**config.mk**
```make
export PLATFORM = sky130hd
export DESIGN_NAME = ifbf_ram
export DESIGN_NICKNAME = d
export VERILOG_FILES = /design/src/sv/ifbf_ram.sv
export SDC_FILE = /design/constraint.sdc
export NUM_CORES = 1
export LEC_CHECK = 0
export ABC_CLOCK_PERIOD_IN_PS = 2090
export BUFFER_PORTS_ARGS = -buffer_cell sky130_fd_sc_hd__buf_2
export CAP_MARGIN = 20
export CELL_PAD_IN_SITES_DETAIL_PLACEMENT = 1
export CELL_PAD_IN_SITES_GLOBAL_PLACEMENT = 1
export CORE_MARGIN = 2
export CORE_UTILIZATION = 53
export CTS_CLUSTER_DIAMETER = 50
export CTS_CLUSTER_SIZE = 30
export DETAILED_ROUTE_END_ITERATION = 8
export PLACE_DENSITY = 0.88
export SLEW_MARGIN = 20
export SYNTH_ARGS = -nofsm -noshare
export SYNTH_HDL_FRONTEND = slang
export SYNTH_SLANG_ARGS = --single-unit
```
**constraint.sdc**
```tcl
create_clock -name clk -period 2.09 [get_ports clk]
set_clock_uncertainty 0.05 [all_clocks]
set_input_delay 0.418 -clock clk [delete_from_list [all_inputs] [get_ports clk]]
set_output_delay 0.418 -clock clk [all_outputs]
set_load 0.02 [all_outputs]
```
**src/sv/ifbf_ram.sv**
```systemverilog
// Generic single-clock RAM with one write port and one registered read port.
// No dependencies.
module ifbf_ram #(
  parameter int WIDTH = 8,
  parameter int DEPTH = 16
) (
  input  logic                     clk,
  input  logic                     we,
  input  logic [$clog2(DEPTH)-1:0] waddr,
  input  logic [WIDTH-1:0]         wdata,
  input  logic [$clog2(DEPTH)-1:0] raddr,
  output logic [WIDTH-1:0]         rdata
);

  logic [WIDTH-1:0] mem [DEPTH];

  // Write and registered read.
  always_ff @(posedge clk) begin
    if (we) begin
      mem[waddr] <= wdata;
    end
    rdata <= mem[raddr];
  end

endmodule

```
==> results of run 1 <==
==> cells by family (layout without fill, tap and decap cells) <==
logic type,after synthesis,after routing
flops,136,136
simple gates,35,35
mux,32,32
compound gates,16,16
buf+inv,10,79
==> final cells by class <==
type	count	area [µm²]	area share
sequential	136	4000	0.652
timing repair buffer	47	315	0.0513
multi-input combinational	83	1060	0.172
clock inverter	15	190	0.0310
clock buffer	17	414	0.0674
tap	129	161	0.0263
==> flip-flops by register name (all words and copies together) (netlist names) <==
register	flops
mem	128
rdata	8
==> cells in the mapped netlist, types with 3 or more instances <==
| cell type | count | area share |
|---|---|---|
| nand2_1 | 9 | 0.0066 |
| buf_6 | 3 | 0.0066 |
| nor3_1 | 4 | 0.0039 |
| buf_2 | 3 | 0.0029 |
| dfxtp_1 | 8 | 0.031 |
| edfxtp_1 | 128 | 0.75 |
| clkdlybuf4s25_2 | 3 | 0.0058 |
| nor2_1 | 13 | 0.0095 |
| mux4_2 | 18 | 0.079 |
| mux4_1 | 14 | 0.071 |
| a22oi_1 | 16 | 0.023 |
==> power breakdown <==
group	total (mW)	internal, mW	switching (mW)
sequential	3.07	3.05	0.0226
combinational	0.316	0.127	0.189
clock	3.04	1.85	1.19
total	6.43	5.02	1.41
==> metrics by stage <==
stage	total power [mW]	cell area [µm²]
after floorplan	3.30	5150
after global placement	3.42	5540
after detailed placement	3.44	5540
after CTS	6.47	6140
after global routing	6.61	6140
final	6.43	6140
==> cell usage in the layout (no fill, tap or decap), types with 4 or more instances in the layout <==
| master | instances |
|---|---|
| mux4_2 | 18 |
| nor3_1 | 4 |
| nor2_1 | 13 |
| clkbuf_16 | 16 |
| nand2_1 | 9 |
| mux4_1 | 14 |
| buf_2 | 25 |
| buf_4 | 20 |
| dfxtp_1 | 8 |
| a22oi_1 | 16 |
| inv_6 | 5 |
| edfxtp_1 | 128 |
==> layer usage <==
metal  GRT usage  part of all wire
met5           0                 0
met4       0.114             0.014
met3      0.0542             0.055
met2       0.399              0.52
met1       0.321              0.41
==> worst min-delay path by stage <==
stage,start,endpoint,depth (start not counted)
2_1_floorplan,wdata[0],mem[0][0],0
5_1_grt,wdata[0],mem[4][0],1
4_1_cts,wdata[0],mem[4][0],1
3_5_place_dp,mem[14][3],rdata[3],3
6_report,wdata[0],mem[4][0],1
3_3_place_gp,mem[7][1],rdata[1],3
==> out/metrics.yaml, run 1 <==
nets: 303
syn_nets: 247
worstMarginPinSlew_ns: 0.568
cts.repair.resized: 0
fmax_mhz: 648
synth-adder-area-share: 0
antenna_cells: 0
dp.cells: 395
fp.dieW_um: 103
path_cells: "buf_2"
async_reset_ff_frac: 0
crit_family: "flip-flops"
finalSetupViolations: 0
maxCapViolCount: 0
path_class: "register to output port"
hold_path_class: "primary input to register"
hold_violations: 0
setup-tns-final_ns: 0
path_depth: 1
yosys.area_share.simple: 0.0318
vdd_drop_max_uv: 593
grt_pass1_vias: 2717
r2r_start: "mem[9][3]"
end_kind: "output port"
via_per_inst: 5.94
yosys_warnings: 0
place_hpwl_um: 7300
cp_slowest_cell: "dfxtp_1"
first_iter_violations: 155
synth_compound_area_frac: 0.0233
synth_xor_area_frac: 0
finalMaxSlewViolations: 0
drc: 0
cts_tree: "yes"
synthMuxAreaShare: 0.150
cts-root-buf: "clkbuf_8"
cp_max_fo: 1
setup_ws_ns: 0.548
grt_pass1_wl_um: 17300
syn_inst: 229
rsz0062_at_grt: "no"
reg2reg_depth: 3
p_leak_nw: 2.11
ant_nets: 0
fp.dieH_um: 103
cp-endpoint: "rdata[7]"
portBuffers: 25
drt_wl_total_um: 11600
start_kind: "register"
clock_path_buffers: 2
critPathRequiredTime_ns: 1.62
clk_pin_slew_worst_paths_ns: 0.06
design.die.area_um2: 10500
p_per_area_nw_per_um2: 1050
hold_ws_ns: 0.240
nFillCells: 759
postCtsSetupRepairBufs: 0
cts.sinks: 136
ys.flop_type: "edfxtp_1"
grt_remaining_overflow: 0
grt_start_max_net_pins: 31
numCtsBuffers: 17
core_area_um2: 9330
start_util: 0.552
area_delta_synth_final_pct: 19.3
fin_crit_sh: 0.738
seq_area_frac_synth: 0.778
synth_top_family_by_area: "multiplexers"
synth-edff-count: 128
vias: 2538
synthesis.area_um2: 5150
pre_cts_ws_ns: 0.104
r2r-end: "rdata[3]"
instances_no_fill: 427
status: "complete, no violations"
post-route-min-period_ns: 1.54
ys_types: 19
clk_latency_ns: 0.52
crit_buf_inv: 1
crit_path_start: "rdata[7]"
antenna_found_initial: 0
slowest_delay_ns: 0.36
drtPass1Iterations: 4
num_rows: 35
arrival_ns: 1.07
relSlewSlack: 0.620
grtUsageTotal: 0.246
ios: 26
avgRoutedWirePerCell_um: 27.2
globalplace.congestion: 0.739
synth_seq_cells: 136
drive_gt1_frac: 0.326
ctsHtreeMaxLevel: 4
cts_hold_buf: 0
avgSynthCellArea_um2: 22.5
r2r_setup_slack_ns: 0.65
fin_util: 0.658
Note: power is estimated with default switching activity, not from simulation.
==> inputs of run 2 (changes only) <==
--- a/config.mk
+++ b/config.mk
@@ -5,17 +5,17 @@
 export SDC_FILE = /design/constraint.sdc
 export NUM_CORES = 1
 export LEC_CHECK = 0
-export ABC_CLOCK_PERIOD_IN_PS = 2090
+export ABC_CLOCK_PERIOD_IN_PS = 1300
 export BUFFER_PORTS_ARGS = -buffer_cell sky130_fd_sc_hd__buf_2
 export CAP_MARGIN = 20
 export CELL_PAD_IN_SITES_DETAIL_PLACEMENT = 1
 export CELL_PAD_IN_SITES_GLOBAL_PLACEMENT = 1
 export CORE_MARGIN = 2
-export CORE_UTILIZATION = 53
+export CORE_UTILIZATION = 48
 export CTS_CLUSTER_DIAMETER = 50
 export CTS_CLUSTER_SIZE = 30
 export DETAILED_ROUTE_END_ITERATION = 8
-export PLACE_DENSITY = 0.88
+export PLACE_DENSITY = 0.84
 export SLEW_MARGIN = 20
 export SYNTH_ARGS = -nofsm -noshare
 export SYNTH_HDL_FRONTEND = slang
==> constraint.sdc (replaced) <==
create_clock -name clk -period 1.3 [get_ports clk]
set_clock_uncertainty 0.05 [all_clocks]
set_input_delay 0.26 -clock clk [delete_from_list [all_inputs] [get_ports clk]]
set_output_delay 0.26 -clock clk [all_outputs]
set_load 0.02 [all_outputs]
==> run 2 against run 1 <==
  * Cell count is 3.0% higher
  * Worst hold slack worse by 0.17 ns
  * Critical endpoint is now rdata[7]
  * Sequential share of layout area is 1.7 points lower
  * Global-route usage is 2.3 points lower
  * Die area is 10% higher
  * The flow now finishes with violations (setup timing)
  * Total power is 59% higher
  * Critical path type is now register to register
  * Critical path depth is 2 higher
  * Sequential power is 62% higher
  * Core utilization is 4.9 points lower
  * Setup slack worse by 0.57 ns
==> out/metrics.yaml, run 2 (same netlist as run 1, synthesis figures left out) <==
status: "finished, violations left"  # was complete, no violations
violations: "setup timing"
numCtsBuffers: 17  # unchanged
vdd_drop_max_uv: 841  # was 593 µV
setup_ws_ns: -0.0267  # was 0.548 ns
nets: 309  # was 303
design.die.area_um2: 11600  # was 10500 µm²
clk_latency_ns: 0.53  # was 0.52 ns
grt_pass1_vias: 2819  # was 2717
drive_gt1_frac: 0.457  # was 0.326
fp.dieW_um: 108  # was 103 µm
reg2reg_depth: 3  # unchanged
pre_cts_ws_ns: -0.485  # was 0.104 ns
top_register: "mem"  # unchanged
relSlewSlack: 0.332  # was 0.620
layout.area.seq_um2: 4010  # was 4000 µm²
hold_ws_ns: 0.0659  # was 0.240 ns
r2r_setup_slack_ns: -0.03  # was 0.65 ns
post-route-min-period_ns: 1.33
dp.cells: 408  # was 395
grtUsageTotal: 0.222  # was 0.246
finalMaxSlewViolations: 0  # unchanged
ant_nets: 0  # unchanged
start_kind: "register"  # unchanged
crit_path_start: "mem[3][7]"  # was rdata[7]
fin_crit_sh: 1.02
path_class: "register to register"  # was register to output port
nFillCells: 884  # was 759
grt_start_max_net_pins: 18  # was 31
cts-root-buf: "clkbuf_8"  # unchanged
clk_pin_slew_worst_paths_ns: 0.06  # about the same
ctsHtreeMaxLevel: 4  # unchanged
postCtsSetupRepairBufs: 0  # unchanged
start_util: 0.496  # was 0.552
p_per_area_nw_per_um2: 1620  # was 1050 nW/µm²
antenna_cells: 0  # unchanged
worstMarginPinSlew_ns: 0.998  # was 0.568 ns
mostFrequentLayoutCell: "edfxtp_1"  # unchanged
arrival_ns: 1.68  # was 1.07 ns
holdPathEnd: "mem[7][6]"  # was mem[4][0]
cts.sinks: 136  # unchanged
grt_remaining_overflow: 0  # unchanged
cts_tree: "yes"  # unchanged
cts_hold_buf: 0  # unchanged
hold_path_class: "primary input to register"  # unchanged
finalSetupViolations: 4  # was 0
drtPass1Iterations: 4  # unchanged
place_hpwl_um: 7280  # was 7300 µm
drc: 0  # unchanged
maxCapViolCount: 0  # unchanged
hold_violations: 0  # unchanged
portBuffers: 25  # unchanged
globalplace.congestion: 0.723  # was 0.739
clock_path_buffers: 2  # unchanged
fp.dieH_um: 108  # was 103 µm
cp_max_fo: 1  # unchanged
ios: 26  # unchanged
final_area_um2: 6320  # was 6140 µm²
min-delay-start: "wdata[6]"  # was wdata[0]
dpl_cell_area_um2: 5640  # was 5540 µm²
antenna_found_initial: 0  # unchanged
p_leak_nw: 2.10  # was 2.11 nW
setup-tns-final_ns: -0.0389  # was 0 ns
min_path_cells: 1  # unchanged
layout_common_cells: "128 x edfxtp_1, 32 x mux4_2, 22 x buf_4"  # was 128 x edfxtp_1, 25 x buf_2, 20 x buf_4
num_rows: 37  # was 35
largest_reg_flops: 128  # unchanged
end_kind: "register"  # was output port
grt_pass1_wl_um: 17400  # was 17300 µm
top_regs: "mem: 128 flops, rdata: 8 flops"  # unchanged
area_delta_synth_final_pct: 22.9  # was 19.3%
first_iter_violations: 193  # was 155
instances_no_fill: 440  # was 427
r2r_start: "mem[3][7]"  # was mem[9][3]
via_per_inst: 5.72  # was 5.94
core_area_um2: 10400  # was 9330 µm²
critPathRequiredTime_ns: 1.65  # was 1.62 ns
vias: 2517  # was 2538
drt_wl_total_um: 11400  # was 11600 µm
fmax_mhz: 754
r2r-end: "rdata[7]"  # was rdata[3]
avgRoutedWirePerCell_um: 25.9  # was 27.2 µm
multi_input_area_um2: 1110  # was 1060 µm²
rsz0062_at_grt: "yes"  # was no
## run 2: cell types whose count changed in the layout (fill, tap and decap cells not counted), sizes merged
cell | before | now
clkinv | 4 | 7
clkbuf | 17 | 18
buf | 47 | 53
inv | 7 | 1
clkinvlp | 1 | 3
## run 2: worst max-delay path by stage
stage / to / slack [ns] / cells after the start
after floorplan: mem[0][0] / -0.14 / 2
after global placement: rdata[3] / -0.39 / 5
after detailed placement: rdata[7] / -0.48 / 5
after CTS: rdata[7] / -0.04 / 3
after global routing: rdata[7] / -0.07 / 3
final: rdata[7] / -0.03 / 3
## run 2: layer usage
layer,share of wire,GRT usage,vias up
met2,0.55,0.369,91
li1,-,-,1085
met5,0,0,-
met1,0.38,0.277,1328
met3,0.052,0.0690,13
met4,0.014,0.0815,0
## run 2: area by class of cell
class                           count  share of cell area
Sequential cell                   136               0.635
Multi-Input combinational cell     83               0.175
Timing Repair Buffer               53              0.0728
Clock buffer                       18              0.0661
Tap cell                          136              0.0269
Clock inverter                     14              0.0247
## run 2: worst max-delay path, cell delays in order, from the launching register on
cell and delay [ns]:
edfxtp_1 0.36, mux4_2 0.49, a22oi_2 0.21, nand2_1 0.09
## run 2: power by group
group / internal [mW] / switching, mW
registers: 4.91 / 0.0451
clock network: 2.89 / 1.77
logic: 0.279 / 0.325
## run 2: timing repair
action,in CTS,in global routing
endpoints found under the setup margin,16,16
endpoints found under the hold margin,0,0
resized for setup,28,7
pin swaps,2,4
## run 2: through the flow
step / power (mW) / util
6_report: 10.2 / 0.610
5_1_grt: 10.5 / 0.610
4_1_cts: 10.3 / 0.607
3_5_place_dp: 5.59 / 0.544
3_3_place_gp: 5.55 / 0.544
2_1_floorplan: 5.33 / -
==> inputs of run 3 (changes only) <==
--- a/config.mk
+++ b/config.mk
@@ -8,10 +8,8 @@
 export ABC_CLOCK_PERIOD_IN_PS = 1300
 export BUFFER_PORTS_ARGS = -buffer_cell sky130_fd_sc_hd__buf_2
 export CAP_MARGIN = 20
-export CELL_PAD_IN_SITES_DETAIL_PLACEMENT = 1
-export CELL_PAD_IN_SITES_GLOBAL_PLACEMENT = 1
 export CORE_MARGIN = 2
-export CORE_UTILIZATION = 48
+export CORE_UTILIZATION = 54
 export CTS_CLUSTER_DIAMETER = 50
 export CTS_CLUSTER_SIZE = 30
 export DETAILED_ROUTE_END_ITERATION = 8
==> run 3 against run 2 <==
  * Highest routed layer unchanged
  * Setup slack worse by 0.097 ns
  * The run still ends with setup timing left
  * Core utilization is 8.5 points higher
  * Flip-flop and latch count stayed put
  * Die area is 11% lower
  * Total power is 2.4% higher
==> out/metrics.yaml, run 3 (same netlist as run 1, synthesis figures left out) <==
grt_pass1_vias: 2756  # was 2819
ctsHtreeMaxLevel: 4  # unchanged
drc: 0  # unchanged
num_rows: 35  # was 37
critPathRequiredTime_ns: 1.64  # was 1.65 ns
slowest_delay_ns: 0.49  # about the same
maxCapViolCount: 0  # unchanged
fmax_mhz: 702  # was 754 MHz
ios: 26  # unchanged
final_area_um2: 6420  # was 6320 µm²
place_hpwl_um: 6550  # was 7280 µm
top_register: "mem"  # unchanged
p_leak_nw: 2.15  # was 2.10 nW
nets: 311  # was 309
first_iter_violations: 201  # was 193
drive_gt1_frac: 0.474  # was 0.457
avgRoutedWirePerCell_um: 25.4  # was 25.9 µm
mostFrequentLayoutCell: "edfxtp_1"  # unchanged
total_power_mw: 10.5  # was 10.2 mW
p_per_area_nw_per_um2: 1630  # was 1620 nW/µm²
dp.cells: 403  # was 408
postCtsSetupRepairBufs: 0  # unchanged
instances_no_fill: 435  # was 440
multi_input_area_um2: 1110  # about the same
hold_ws_ns: 0.0791  # was 0.0659 ns
cts_tree: "yes"  # unchanged
path_class: "register to register"  # unchanged
status: "finished, violations left"  # unchanged
drt_wl_total_um: 11000  # was 11400 µm
top_regs: "mem: 128 flops, rdata: 8 flops"  # unchanged
grtUsageTotal: 0.233  # was 0.222
start_util: 0.557  # was 0.496
clock_path_buffers: 2  # unchanged
antenna_found_initial: 0  # unchanged
globalplace.congestion: 0.759  # was 0.723
finalMaxSlewViolations: 0  # unchanged
finalSetupViolations: 6  # was 4
fin_crit_sh: 1.10  # was 1.02
dpl_cell_area_um2: 5690  # was 5640 µm²
layout.area.seq_um2: 4010  # unchanged
area_delta_synth_final_pct: 24.7  # was 22.9%
portBuffers: 25  # unchanged
via_per_inst: 5.93  # was 5.72
nFillCells: 514  # was 884
core_area_um2: 9240  # was 10400 µm²
largest_reg_flops: 128  # unchanged
worstMarginPinSlew_ns: 0.928  # was 0.998 ns
hold_violations: 0  # unchanged
grt_pass1_wl_um: 16500  # was 17400 µm
pre_cts_ws_ns: -0.453  # was -0.485 ns
ant_nets: 0  # unchanged
cts.sinks: 136  # unchanged
fp.dieH_um: 102  # was 108 µm
clk_pin_slew_worst_paths_ns: 0.06  # about the same
relSlewSlack: 0.380  # was 0.332
hold_path_class: "primary input to register"  # unchanged
clk_latency_ns: 0.52  # was 0.53 ns
rsz0062_at_grt: "yes"  # unchanged
grt_remaining_overflow: 0  # unchanged
setup-tns-final_ns: -0.356  # was -0.0389 ns
cp_slowest_cell: "mux4_2"  # unchanged
fp.dieW_um: 102  # was 108 µm
vdd_drop_max_uv: 958  # was 841 µV
numCtsBuffers: 17  # unchanged
antenna_cells: 0  # unchanged
drtPass1Iterations: 6  # was 4
violations: "setup timing"  # unchanged
post-route-min-period_ns: 1.42  # was 1.33 ns
grt_start_max_net_pins: 17  # was 18
setup_ws_ns: -0.124  # was -0.0267 ns
layout_common_cells: "128 x edfxtp_1, 31 x mux4_2, 21 x buf_4"  # was 128 x edfxtp_1, 32 x mux4_2, 22 x buf_4
path_cells: "mux4_2 > a22oi_2 > nand2_1"  # unchanged
end_kind: "register"  # unchanged
fin_util: 0.695  # was 0.610
design.die.area_um2: 10300  # was 11600 µm²
start_kind: "register"  # unchanged
cp_max_fo: 1  # unchanged
vias: 2578  # was 2517
arrival_ns: 1.76  # was 1.68 ns
cts-root-buf: "clkbuf_8"  # unchanged
==> run 3: cell count changes in the layout (fill, tap and decap cells not counted), sizes merged <==
cell	delta
buf	+2
bufinv	+1
clkbuf	-1
clkinv	-1
inv	+1
==> run 3: path summary, 6_finish.rpt <==
| check | start | endpoint | slack (ns) | cells past startpoint |
|---|---|---|---|---|
| min | wdata[1] | mem[8][1] | 0.08 | 1 |
| max | mem[11][2] | rdata[2] | -0.12 | 3 |
| min reg2reg | mem[15][3] | rdata[3] | 0.62 | 3 |
| max reg2reg | mem[11][2] | rdata[2] | -0.12 | 3 |
==> run 3: final cells by class <==
| type | count | share of cell area |
|---|---|---|
| clock inverters | 15 | 0.0314 |
| flip-flops and latches | 136 | 0.625 |
| repair buffers | 55 | 0.0799 |
| well taps | 129 | 0.0251 |
| multi-input cells | 83 | 0.174 |
| clock buffers | 17 | 0.0645 |
==> run 3: per-layer routing <==
layer | vias up | wire length, µm | track usage
li1 | 1091 | - | -
met4 | 0 | 199 | 0.0936
met1 | 1330 | 4140 | 0.303
met2 | 137 | 5840 | 0.385
met5 | - | 0 | 0
met3 | 20 | 867 | 0.0538
==> run 3: critical path, delay by kind of cell (launching register included) <==
kind,cells,cell delay (ns)
AO/OA/AOI/OAI,1,0.28
multiplexers,1,0.49
flip-flops,1,0.37
AND/OR/NAND/NOR,1,0.10
==> run 3: repair_timing <==
| item | in CTS | in global routing |
|---|---|---|
| pin swaps | 1 | 1 |
| hold buffers | 0 | 0 |
| gates resized for setup | 27 | 8 |
| setup endpoints to repair | 16 | 12 |
==> run 3: where the power goes <==
group | leakage [nW] | internal (mW) | switching (mW)
clock | 0.294 | 3.12 | 1.77
sequential | 1.22 | 4.91 | 0.0429
combinational | 0.633 | 0.286 | 0.334
total | 2.15 | 8.32 | 2.15
